==> src/sv/orsb_pkg.sv <==
// shared types and constants for the overwrite ring sample buffer
// no dependencies; used by the interfaces, controller, datapath and top level
`timescale 1ns / 1ps

package orsb_pkg;

  localparam int OP_W   = 3;
  localparam int REQ_W  = 7;
  localparam int CNT_W  = 11;
  localparam int DATA_W = 32;

  localparam logic [OP_W-1:0] OP_PUSH   = 3'd0;
  localparam logic [OP_W-1:0] OP_POP    = 3'd1;
  localparam logic [OP_W-1:0] OP_LATEST = 3'd2;
  localparam logic [OP_W-1:0] OP_CLEAR  = 3'd3;
  localparam logic [OP_W-1:0] OP_STATUS = 3'd4;

  typedef enum logic {
    ST_IDLE,
    ST_BURST
  } state_t;

  // controller to datapath
  typedef struct packed {
    logic push;
    logic clear;
    logic cfg_write;
    logic single;
    logic single_status;
    logic start_pop;
    logic start_latest;
    logic beat;
  } cmd_t;

  // datapath to controller
  typedef struct packed {
    logic out_free;
    logic empty;
    logic n_zero;
    logic last_beat;
  } stat_t;

endpackage

==> src/sv/orsb_ctrl.sv <==
// request sequencer: decodes opcodes and steps read bursts
// depends on orsb_pkg
`timescale 1ns / 1ps

module orsb_ctrl (
  input  logic                        clk,
  input  logic                        rst,
  input  logic                        req_valid,
  input  logic [orsb_pkg::OP_W-1:0]   opcode,
  output logic                        req_ready,
  input  logic                        cfg_valid,
  output logic                        cfg_ready,
  input  orsb_pkg::stat_t             stat,
  output orsb_pkg::cmd_t              cmd
);

  orsb_pkg::state_t state;
  orsb_pkg::state_t state_next;
  logic             take;

  always_ff @(posedge clk) begin
    if (rst) begin
      state <= orsb_pkg::ST_IDLE;
    end else begin
      state <= state_next;
    end
  end

  always_comb begin
    state_next = state;
    cmd        = '0;
    req_ready  = 1'b0;
    cfg_ready  = 1'b0;
    take       = 1'b0;
    case (state)
      orsb_pkg::ST_IDLE: begin
        req_ready     = stat.out_free;
        cfg_ready     = 1'b1;
        cmd.cfg_write = cfg_valid;
        take          = req_valid && stat.out_free;
        if (take) begin
          case (opcode)
            orsb_pkg::OP_PUSH:  cmd.push = 1'b1;
            orsb_pkg::OP_CLEAR: cmd.clear = 1'b1;
            orsb_pkg::OP_STATUS: cmd.single = 1'b1;
            orsb_pkg::OP_POP: begin
              if (stat.empty) begin
                cmd.single        = 1'b1;
                cmd.single_status = 1'b1;
              end else if (stat.n_zero) begin
                cmd.single = 1'b1;
              end else begin
                cmd.start_pop = 1'b1;
                state_next    = orsb_pkg::ST_BURST;
              end
            end
            orsb_pkg::OP_LATEST: begin
              if (stat.n_zero) begin
                cmd.single = 1'b1;
              end else begin
                cmd.start_latest = 1'b1;
                state_next       = orsb_pkg::ST_BURST;
              end
            end
            default: ;
          endcase
        end
      end
      orsb_pkg::ST_BURST: begin
        if (stat.out_free) begin
          cmd.beat = 1'b1;
          if (stat.last_beat) begin
            state_next = orsb_pkg::ST_IDLE;
          end
        end
      end
      default: state_next = orsb_pkg::ST_IDLE;
    endcase
  end

endmodule

==> config.mk <==
export PLATFORM = sky130hd
export DESIGN_NAME = orsb_ctrl
export DESIGN_NICKNAME = d
export VERILOG_FILES = /design/src/sv/orsb_pkg.sv /design/src/sv/orsb_ctrl.sv
export SDC_FILE = /design/constraint.sdc
export NUM_CORES = 1
export LEC_CHECK = 0
export ABC_AREA = 1
export BUFFER_PORTS_ARGS = -buffer_cell sky130_fd_sc_hd__buf_2
export CORE_AREA = 2 2 39 41
export DETAILED_ROUTE_END_ITERATION = 10
export DIE_AREA = 0 0 41 43
export PLACE_DENSITY = 0.53
export SKIP_LAST_GASP = 1
export SYNTH_ARGS = -nofsm -noshare
export SYNTH_HDL_FRONTEND = slang
export SYNTH_SLANG_ARGS = --single-unit
==> constraint.sdc <==
create_clock -name clk -period 2.9 [get_ports clk]
set_clock_uncertainty 0.1 [all_clocks]
set_input_delay 0.58 -clock clk [delete_from_list [all_inputs] [get_ports clk]]
set_output_delay 0.58 -clock clk [all_outputs]
set_load 0.1 [all_outputs]
==> flow_summary.rst, run 1 <==
.. list-table::
   :header-rows: 1

   * - Metric
     - Value
   * - Peak VDD IR
     - 75.2 uV
   * - Layout overhead on the synthesized area
     - 60.6%
   * - Top post-synthesis cells by area
     - sky130_fd_sc_hd__inv_1, sky130_fd_sc_hd__nand2_1, sky130_fd_sc_hd__dfxtp_1, sky130_fd_sc_hd__nand3_2, sky130_fd_sc_hd__nand3_4
   * - Cell Pwr Density
     - ~190 nW/um^2
   * - Number of pins exceeding their max-slew limit in the final report
     - 0
   * - Hold Crit Endpoint
     - state$_SDFF_PP0_
   * - Critical Path Sink Type
     - primary output
   * - Type of origin of the critical path
     - input pin
   * - Source of the worst hold timing path
     - state$_SDFF_PP0_
   * - Die outline area
     - 1760 sq um
   * - Total global routing track utilization
     - 0.0611
   * - Sum of net half-perimeters after detailed placement
     - 474 microns
   * - Classification of the worst setup path
     - input pin to primary output
   * - Flip-flop count of the largest register after layout
     - 1
   * - Port buffer count
     - 20
   * - Area share of the leading cell type in the synthesized netlist
     - 0.206
   * - Unique masters post-synth
     - 13
   * - Worst reg2reg endpoint
     - state$_SDFF_PP0_
   * - Transition at the pin with the smallest max-transition slack
     - around 500 ps
   * - Post-Synthesis Net Count
     - 49
   * - Number of top-level pins
     - 21
   * - Final Net Count
     - slightly above 70
   * - Synthesized instance count
     - 38
   * - Final hold violations
     - 0
   * - Sequential-to-total area share from yosys stat
     - 0.0914
   * - Launch point of the worst path
     - opcode[1]
   * - Cell row count
     - 14
   * - Number of setup buffers added after CTS
     - 0
   * - Grt total ovfl
     - 0
   * - Slack of the critical path
     - 541 ps
   * - Most prevalent standard cell on the critical path
     - sky130_fd_sc_hd__inv_1
   * - Initial core utilization
     - 0.158
   * - Hold buffers post-CTS
     - 0
   * - Logic depth of the worst register-to-register path
     - 7
   * - Placeable core region
     - 1380 sq um
   * - Sequential share of power
     - 0.218
   * - Antenna violations before repair
     - 0
   * - Via count normalized by instance count
     - 3.62
   * - Dpl ws
     - 528 ps
   * - Number of nets with antenna violations after routing
     - 0
   * - Total of warnings raised by yosys
     - 0
   * - Clock share of power
     - 0
   * - Hold Path Class
     - flip-flop to flip-flop
   * - Sw Pwr
     - 40.2 uW
   * - Chip Width
     - around 41 microns
   * - Flop-to-flop setup slack
     - 1890 ps
   * - DIE HEIGHT
     - 43 microns
   * - Worst-path maximum fanout
     - 4
   * - Largest registers
     - state x1
   * - Worst-path clk slew
     - 0 ps
   * - Detailed-route wire length per cell
     - approximately 6.8 microns
   * - Max Clk Rate
     - 0.424 GHz
   * - Final routed DRC violation total
     - 0
   * - Master of the slowest instance on the critical path
     - sky130_fd_sc_hd__buf_2
   * - CTS-repair resized insts
     - 0
   * - Pre-Repair DR Iteration Count
     - 4
   * - First-pass GRT wire length
     - 834 microns
   * - Signal arrival time at the worst endpoint
     - 1680 ps
   * - Post-Layout Cell Count
     - 74
   * - Final-report setup violation count
     - 0
   * - Total inserted antenna cells
     - 0
   * - RSZ-0062 raised after global routing
     - false
   * - Clock latency on the worst-skew pair
     - 0 ps
   * - Static leakage power
     - 0.247 nW
   * - Total number of vias
     - 268
   * - Crit path cell chain
     - buf_2 > inv_1 > nand3_2 > inv_1 > o21ai_0 > nand3_1 > nand2_1 > inv_1 > buf_2
   * - Placed insts
     - 74
   * - Pin count of the biggest net entering global routing
     - 6
   * - Worst Path Required
     - ~2200 ps
   * - Share of layout cells above drive strength 1
     - 0.534
   * - Power Internal
     - 26.6 uW
   * - Cell accounting for the most synthesized area
     - sky130_fd_sc_hd__inv_1
   * - Count of state elements after synthesis
     - 1
   * - Routability congestion estimate from global placement
     - ~0.73
   * - Max-Slew Margin vs Limit
     - 0.677
   * - Number of DRC markers after the initial detailed-route iteration
     - 1
   * - Part of the power in combinational logic
     - 0.782
   * - Outcome
     - completed
   * - Minimum clock period
     - 2360 ps
   * - Largest register by flop count
     - state
   * - Launch point of the worst reg-to-reg path
     - state$_SDFF_PP0_
   * - Cell area after synthesis
     - ~220 sq um
   * - Cell count of the worst hold path
     - 4
   * - Total wire length after detailed routing
     - about 500 microns
   * - Max cap viols
     - 0
   * - Switching Share
     - 0.602
   * - Final period util
     - 0.814
   * - Syn Area/Cell
     - 5.76 sq um
   * - Max stage delay on crit path
     - 410 ps
   * - Via count of the first global-routing pass
     - about 230
power by group through the flow:
stage	Combinational, mW	Clock, mW	Sequential [mW]
floorplan	0.0371	0	0.0145
global placement	0.0524	0	0.0146
detailed placement	0.0528	0	0.0146
CTS	0.0529	0	0.0146
global route	0.0557	0	0.0146
finish	0.0523	0	0.0146
through the flow:
step                      hold WS, ps  area [sq um]  setup TNS (ps)   util  power [mW]
after floorplan                   489           231            -668      -      0.0516
final                             515           352               0  0.254      0.0669
after global placement            528           352               0  0.254      0.0669
after CTS                         522           352               0  0.254      0.0674
after global routing              572           352               0  0.254      0.0703
after detailed placement          520           352               0  0.254      0.0674
worst max-delay path by stage:
| stage | end | slack (ps) | cells after the start |
|---|---|---|---|
| 6_report | cmd[4] | 540 | 9 |
| 5_1_grt | cmd[4] | 450 | 9 |
| 2_1_floorplan | cmd[6] | -330 | 3 |
| 3_3_place_gp | cmd[4] | 540 | 9 |
| 3_5_place_dp | cmd[4] | 530 | 9 |
| 4_1_cts | cmd[4] | 530 | 9 |
final cells by class:
cell class                 count  area (sq um)
fill                         170          1030
inverter                      14          52.6
multi-input combinational     23           159
sequential                     1          20.0
tap                           16          20.0
timing repair buffer          20           100
synth_stat cells:
cell type and instances:
sky130_fd_sc_hd__dfxtp_1 1, sky130_fd_sc_hd__inv_1 12, sky130_fd_sc_hd__inv_2 2, sky130_fd_sc_hd__nand2_1 7
sky130_fd_sc_hd__nand2_2 2, sky130_fd_sc_hd__nand3_1 2, sky130_fd_sc_hd__nand3_2 2, sky130_fd_sc_hd__nand3_4 1
sky130_fd_sc_hd__nor2_1 4, sky130_fd_sc_hd__nor2_4 1, sky130_fd_sc_hd__nor3_4 1, sky130_fd_sc_hd__nor4_1 2
sky130_fd_sc_hd__o21ai_0 1
cell usage in the layout, fill, tap and decap left out:
| master | count |
|---|---|
| sky130_fd_sc_hd__nand3_2 | 2 |
| sky130_fd_sc_hd__nand2_2 | 2 |
| sky130_fd_sc_hd__nand3_1 | 2 |
| sky130_fd_sc_hd__inv_2 | 2 |
| sky130_fd_sc_hd__nand3_4 | 1 |
| sky130_fd_sc_hd__dfxtp_1 | 1 |
| sky130_fd_sc_hd__nor2_1 | 4 |
| sky130_fd_sc_hd__nor4_2 | 2 |
| sky130_fd_sc_hd__nor3_4 | 1 |
| sky130_fd_sc_hd__nor2_4 | 1 |
| sky130_fd_sc_hd__o21ai_0 | 1 |
| sky130_fd_sc_hd__inv_1 | 12 |
| sky130_fd_sc_hd__nand2_1 | 7 |
| sky130_fd_sc_hd__buf_2 | 20 |
kinds of logic (layout without fill, tap and decap cells):
| kind of cell | Yosys count | in the layout | share of synthesized area |
|---|---|---|---|
| buffers and inverters | 14 | 34 | 0.240 |
| flip-flops | 1 | 1 | 0.0914 |
| AND/OR/NAND/NOR | 22 | 22 | 0.646 |
| AO/OA/AOI/OAI | 1 | 1 | 0.0228 |
layer usage:
layer	GRT usage	share of wire
met5	0	0
met4	0	0
met3	0	0.028
met2	0.109	0.58
met1	0.0831	0.39
critical path: cells and delay by family:
family                 cells  cell delay [ps]
buffers and inverters      5              790
AOI/OAI and AO/OA          1               80
and+or+nand+nor            3              230
No activity file was read; power rests on OpenSTA's default activity.
==> inputs of run 2 (changes only) <==
- PLACE_DENSITY: 0.53 -> 0.54
- clock period: 2.9 -> 2.1 ns (I/O delays scaled with it)
==> flow_summary.rst, run 2 (synthesis results as in run 1) <==
.. list-table::
   :header-rows: 1

   * - Metric
     - Value
   * - Outcome
     - completed
   * - Logic depth of the worst register-to-register path
     - 7
   * - Share of layout cells above drive strength 1
     - 0.569
   * - Bufs and invs on worst path
     - 5
   * - Worst reg2reg endpoint
     - state$_SDFF_PP0_
   * - Layout overhead on the synthesized area
     - 118%
   * - Launch point of the worst path
     - opcode[1]
   * - Pre-Repair DR Iteration Count
     - 4
   * - Source of the worst hold timing path
     - rst
   * - Total number of vias
     - 275
   * - Initial core utilization
     - 0.158
   * - Chip Width
     - 41 microns
   * - Setup TNS
     - 0 ps
   * - Fraction of the core area covered by cells at the end of the flow
     - 0.345
   * - Pin count of the biggest net entering global routing
     - 6
   * - Largest register by flop count
     - state
   * - Number of pins exceeding their max-slew limit in the final report
     - 0
   * - Number of top-level pins
     - 21
   * - Type of origin of the critical path
     - input pin
   * - Placed insts
     - 74
   * - Classification of the worst setup path
     - input pin to primary output
   * - Hold Path Class
     - input pin to flip-flop
   * - Placed inst area
     - 478 sq um
   * - Clock share of power
     - 0
   * - Sequential share of power
     - 0.190
   * - Worst-path clk slew
     - 0 ps
   * - Total global routing track utilization
     - 0.0711
   * - Most prevalent standard cell on the critical path
     - sky130_fd_sc_hd__inv_1
   * - Total inserted antenna cells
     - 0
   * - Crit path cell chain
     - buf_2 > inv_1 > nand3_2 > inv_1 > o21ai_0 > nand3_1 > nand2_1 > inv_1 > buf_12
   * - Flip-flop count of the largest register after layout
     - 1
   * - Largest registers
     - state x1
   * - Master of the slowest instance on the critical path
     - sky130_fd_sc_hd__inv_1
   * - Total wire length after detailed routing
     - 531 microns
   * - Family of cells with the greatest summed delay on the critical path
     - buffers and inverters
   * - Flop-to-flop setup slack
     - between 1000 and 1500 ps
   * - Critical Path Sink Type
     - primary output
   * - Grt total ovfl
     - 0
   * - Part of the power in combinational logic
     - 0.810
   * - Signal arrival time at the worst endpoint
     - 1370 ps
   * - Detailed-route wire length per cell
     - 7.18 microns
   * - Sw Pwr
     - 60.7 uW
   * - Dpl ws
     - 204 ps
   * - RSZ-0062 raised after global routing
     - false
   * - Slack of the critical path
     - 207 ps
   * - Antenna violations before repair
     - 0
   * - Worst Path Required
     - between 1500 and 2000 ps
   * - Port buffer count
     - 20
   * - Sum of net half-perimeters after detailed placement
     - 516 microns
   * - Max stage delay on crit path
     - around 200 ps
   * - Hold Crit Endpoint
     - state$_SDFF_PP0_
   * - Most common cell after layout, fill and taps aside
     - sky130_fd_sc_hd__buf_2
   * - First-pass GRT wire length
     - 959 microns
   * - Number of DRC markers after the initial detailed-route iteration
     - 7
   * - Final hold violations
     - 0
   * - Number of nets with antenna violations after routing
     - 0
   * - Launch point of the worst reg-to-reg path
     - state$_SDFF_PP0_
   * - Die outline area
     - between 1500 and 2000 sq um
   * - Post-Layout Cell Count
     - 74
   * - Switching Share
     - 0.590
   * - Final period util
     - 0.901
   * - Cell count of the worst hold path
     - 4
   * - Routability congestion estimate from global placement
     - 0.658
   * - Cell row count
     - 14
   * - Max-Slew Margin vs Limit
     - 0.679
   * - Peak VDD IR
     - about 86 uV
   * - Via count normalized by instance count
     - 3.72
   * - Worst-path maximum fanout
     - 4
   * - Placeable core region
     - 1380 sq um
   * - Cell Pwr Density
     - 215 nW/um^2
   * - Final routed DRC violation total
     - 0
   * - Power Internal
     - 42.2 uW
   * - Max Clk Rate
     - 0.528 GHz
   * - Highest-count cells in the layout ignoring fill and taps
     - sky130_fd_sc_hd__buf_2, sky130_fd_sc_hd__inv_1, sky130_fd_sc_hd__nand2_1, sky130_fd_sc_hd__buf_12, sky130_fd_sc_hd__nor2_1
   * - Final-report setup violation count
     - 0
   * - Number of setup buffers added after CTS
     - 0
   * - Summed area of non-filler cells in the final layout
     - about 480 sq um
   * - Static leakage power
     - between 0.2 and 0.3 nW
   * - DIE HEIGHT
     - roughly 43 microns
   * - Via count of the first global-routing pass
     - 235
   * - Max cap viols
     - 0
   * - Final Net Count
     - roughly 70
   * - Minimum clock period
     - between 1500 and 2000 ps
   * - Transition at the pin with the smallest max-transition slack
     - between 400 and 500 ps
   * - CTS-repair resized insts
     - 0
   * - Hold buffers post-CTS
     - 0
   * - Clock latency on the worst-skew pair
     - 0 ps
[run 2: cell counts in the layout (fill, tap and decap cells not counted)]
Identical to the previous run, type by type.
[run 2: through the flow]
step                total power [mW]  hold slack, ps
detailed placement             0.104             550
finish                         0.103             542
global route                   0.108             611
CTS                            0.104             550
global placement               0.103             542
floorplan                     0.0734             451
[run 2: worst reg2reg max path: stages, from the launching register on]
cell and delay (ps):
sky130_fd_sc_hd__dfxtp_4 360, sky130_fd_sc_hd__inv_12 60, sky130_fd_sc_hd__nand3_4 120, sky130_fd_sc_hd__nor2_4 130
sky130_fd_sc_hd__nand2_2 70, sky130_fd_sc_hd__nand3_2 70, sky130_fd_sc_hd__nand2_1 40, sky130_fd_sc_hd__inv_1 40
[run 2: how the worst max path moves through the flow]
stage                     cells past startpoint     end  slack, ps
after detailed placement                      9  cmd[4]        200
final                                         9  cmd[4]        210
after floorplan                               3  cmd[6]       -180
after global placement                        9  cmd[4]        220
after global routing                          9  cmd[4]        130
after CTS                                     9  cmd[4]        200
[run 2: metal layers]
metal | routed length (microns) | track usage | up-vias
met4 | 0 | 0 | 0
met5 | 0 | 0 | -
li1 | - | - | 153
met3 | 19 | 0 | 0
met2 | 297 | 0.119 | 7
met1 | 214 | 0.105 | 115
[run 2: power by group through the flow]
| stage | registers, mW | logic (mW) | clock network (mW) |
|---|---|---|---|
| after floorplan | 0.0195 | 0.0539 | 0 |
| after global placement | 0.0196 | 0.0831 | 0 |
| after detailed placement | 0.0196 | 0.0840 | 0 |
| after CTS | 0.0196 | 0.0841 | 0 |
| after global routing | 0.0197 | 0.0883 | 0 |
| final | 0.0196 | 0.0833 | 0 |
[run 2: final cells by class]
cell class	instances	area, sq um
Fill cell	154	906
Timing Repair Buffer	20	190
Multi-Input combinational cell	23	179
Inverter	14	65.1
Sequential cell	1	23.8
Tap cell	16	20.0
==> inputs of run 3 (changes only) <==
- GPL_TIMING_DRIVEN: default -> 0
- REMOVE_ABC_BUFFERS: default -> 1
==> flow_summary.rst, run 3 (synthesis results as in run 1) <==
.. list-table::
   :header-rows: 1

   * - Metric
     - Value
   * - Outcome
     - completed
   * - Cell row count
     - 14
   * - Classification of the worst setup path
     - input pin to primary output
   * - Highest-count cells in the layout ignoring fill and taps
     - sky130_fd_sc_hd__buf_2, sky130_fd_sc_hd__inv_1, sky130_fd_sc_hd__nand2_1, sky130_fd_sc_hd__nor2_1
   * - Pre-Repair DR Iteration Count
     - 4
   * - Total wire length after detailed routing
     - 523 microns
   * - Via count normalized by instance count
     - 3.69
   * - Power Internal
     - 36.8 uW
   * - Part of the power in combinational logic
     - 0.779
   * - Hold Path Class
     - flip-flop to flip-flop
   * - Initial core utilization
     - 0.158
   * - Peak VDD IR
     - 63.3 uV
   * - Number of top-level pins
     - 21
   * - RSZ-0062 raised after global routing
     - false
   * - Placed inst area
     - 339 sq um
   * - Total inserted antenna cells
     - 0
   * - DIE HEIGHT
     - 43 microns
   * - Final-report setup violation count
     - 0
   * - Launch point of the worst reg-to-reg path
     - state$_SDFF_PP0_
   * - Cell Pwr Density
     - about 270 nW/um^2
   * - Launch point of the worst path
     - opcode[1]
   * - Total number of vias
     - 273
   * - Placeable core region
     - 1380 sq um
   * - Sw Pwr
     - around 54 uW
   * - Final hold violations
     - 0
   * - Dpl ws
     - 92.6 ps
   * - Port buffer count
     - 20
   * - Type of origin of the critical path
     - input pin
   * - Sequential share of power
     - 0.221
   * - Transition at the pin with the smallest max-transition slack
     - around 500 ps
   * - First-pass GRT wire length
     - 834 microns
   * - Chip Width
     - 41 microns
   * - Slack of the critical path
     - 153 ps
   * - Antenna violations before repair
     - 0
   * - Max-Slew Margin vs Limit
     - 0.678
   * - Most common cell after layout, fill and taps aside
     - sky130_fd_sc_hd__buf_2
   * - Clock latency on the worst-skew pair
     - 0 ps
   * - Largest registers
     - state x1
   * - Switching Share
     - 0.596
   * - Number of pins exceeding their max-slew limit in the final report
     - 0
   * - Static leakage power
     - 0.246 nW
   * - Largest register by flop count
     - state
   * - Grt total ovfl
     - 0
   * - Number of setup buffers added after CTS
     - 0
   * - Final Net Count
     - 71
   * - Max cap viols
     - 0
   * - Sum of net half-perimeters after detailed placement
     - just under 500 microns
   * - Signal arrival time at the worst endpoint
     - 1430 ps
   * - Fraction of the core area covered by cells at the end of the flow
     - 0.247
   * - Detailed-route wire length per cell
     - 7.07 microns
   * - Number of nets with antenna violations after routing
     - 0
   * - Clock share of power
     - 0
   * - Die outline area
     - around 1800 sq um
   * - Share of layout cells above drive strength 1
     - 0.500
   * - Via count of the first global-routing pass
     - 213
   * - Final period util
     - 0.927
   * - Total global routing track utilization
     - 0.0621
   * - Number of DRC markers after the initial detailed-route iteration
     - 1
   * - Pin count of the biggest net entering global routing
     - 6
   * - Final routed DRC violation total
     - 0
   * - Source of the worst hold timing path
     - state$_SDFF_PP0_
   * - Worst Path Required
     - around 1600 ps
   * - Layout overhead on the synthesized area
     - 56.0%
   * - Summed area of non-filler cells in the final layout
     - 342 sq um
   * - Max Clk Rate
     - slightly above 0.5 GHz
   * - Final hold slack
     - 517 ps
   * - Critical Path Sink Type
     - primary output
   * - Minimum clock period
     - just under 2000 ps
   * - Worst-path clk slew
     - 0 ps
   * - Worst-path maximum fanout
     - 4
   * - Routability congestion estimate from global placement
     - 0.742
   * - Flip-flop count of the largest register after layout
     - 1
-- run 3: routing by layer --
layer / vias to the layer above / part of all wire / track usage
met5: - / 0 / 0
met4: 0 / 0 / 0
met3: 0 / 0.096 / 0.0105
met2: 8 / 0.50 / 0.0938
met1: 114 / 0.40 / 0.0955
li1: 151 / - / -
-- run 3: worst max-delay path: stages --
cell and delay [ps]:
sky130_fd_sc_hd__buf_2 110, sky130_fd_sc_hd__inv_1 140, sky130_fd_sc_hd__nand3_2 100, sky130_fd_sc_hd__nor2_1 120
sky130_fd_sc_hd__nand2_2 70, sky130_fd_sc_hd__inv_1 50, sky130_fd_sc_hd__buf_2 410
-- run 3: stage by stage --
step / instances / TNS (ps) / power, mW
floorplan: 38 / -5280 / 0.0702
global placement: 74 / 0 / 0.0908
detailed placement: 74 / 0 / 0.0914
CTS: 74 / 0 / 0.0915
global route: 74 / 0 / 0.0962
finish: 74 / 0 / 0.0910
-- run 3: final timing paths --
kind / endpoint / slack (ps) / cells after the start
worst max-delay path: cmd[2] / 150 / 7
worst min-delay path: state$_SDFF_PP0_ / 520 / 4
worst max register to register: state$_SDFF_PP0_ / 1090 / 7
worst min register to register: state$_SDFF_PP0_ / 520 / 4
-- run 3: repair_timing --
item                                    CTS  global route
endpoints found under the setup margin    0             1
hold buffers                              0             0
hold endpoints to repair                  0             0
resized for setup                         0             1
-- run 3: power groups by stage --
stage,combinational [mW],clock [mW],sequential [mW]
2_1_floorplan,0.0502,0,0.0200
3_3_place_gp,0.0706,0,0.0201
3_5_place_dp,0.0713,0,0.0201
4_1_cts,0.0714,0,0.0201
5_1_grt,0.0760,0,0.0202
6_report,0.0709,0,0.0201
-- run 3: area by class of cell --
cell class	instances	area, sq um
fill	168	1040
inverter	14	52.6
multi-input combinational	23	146
sequential	1	20.0
tap	16	20.0
timing repair buffer	20	103
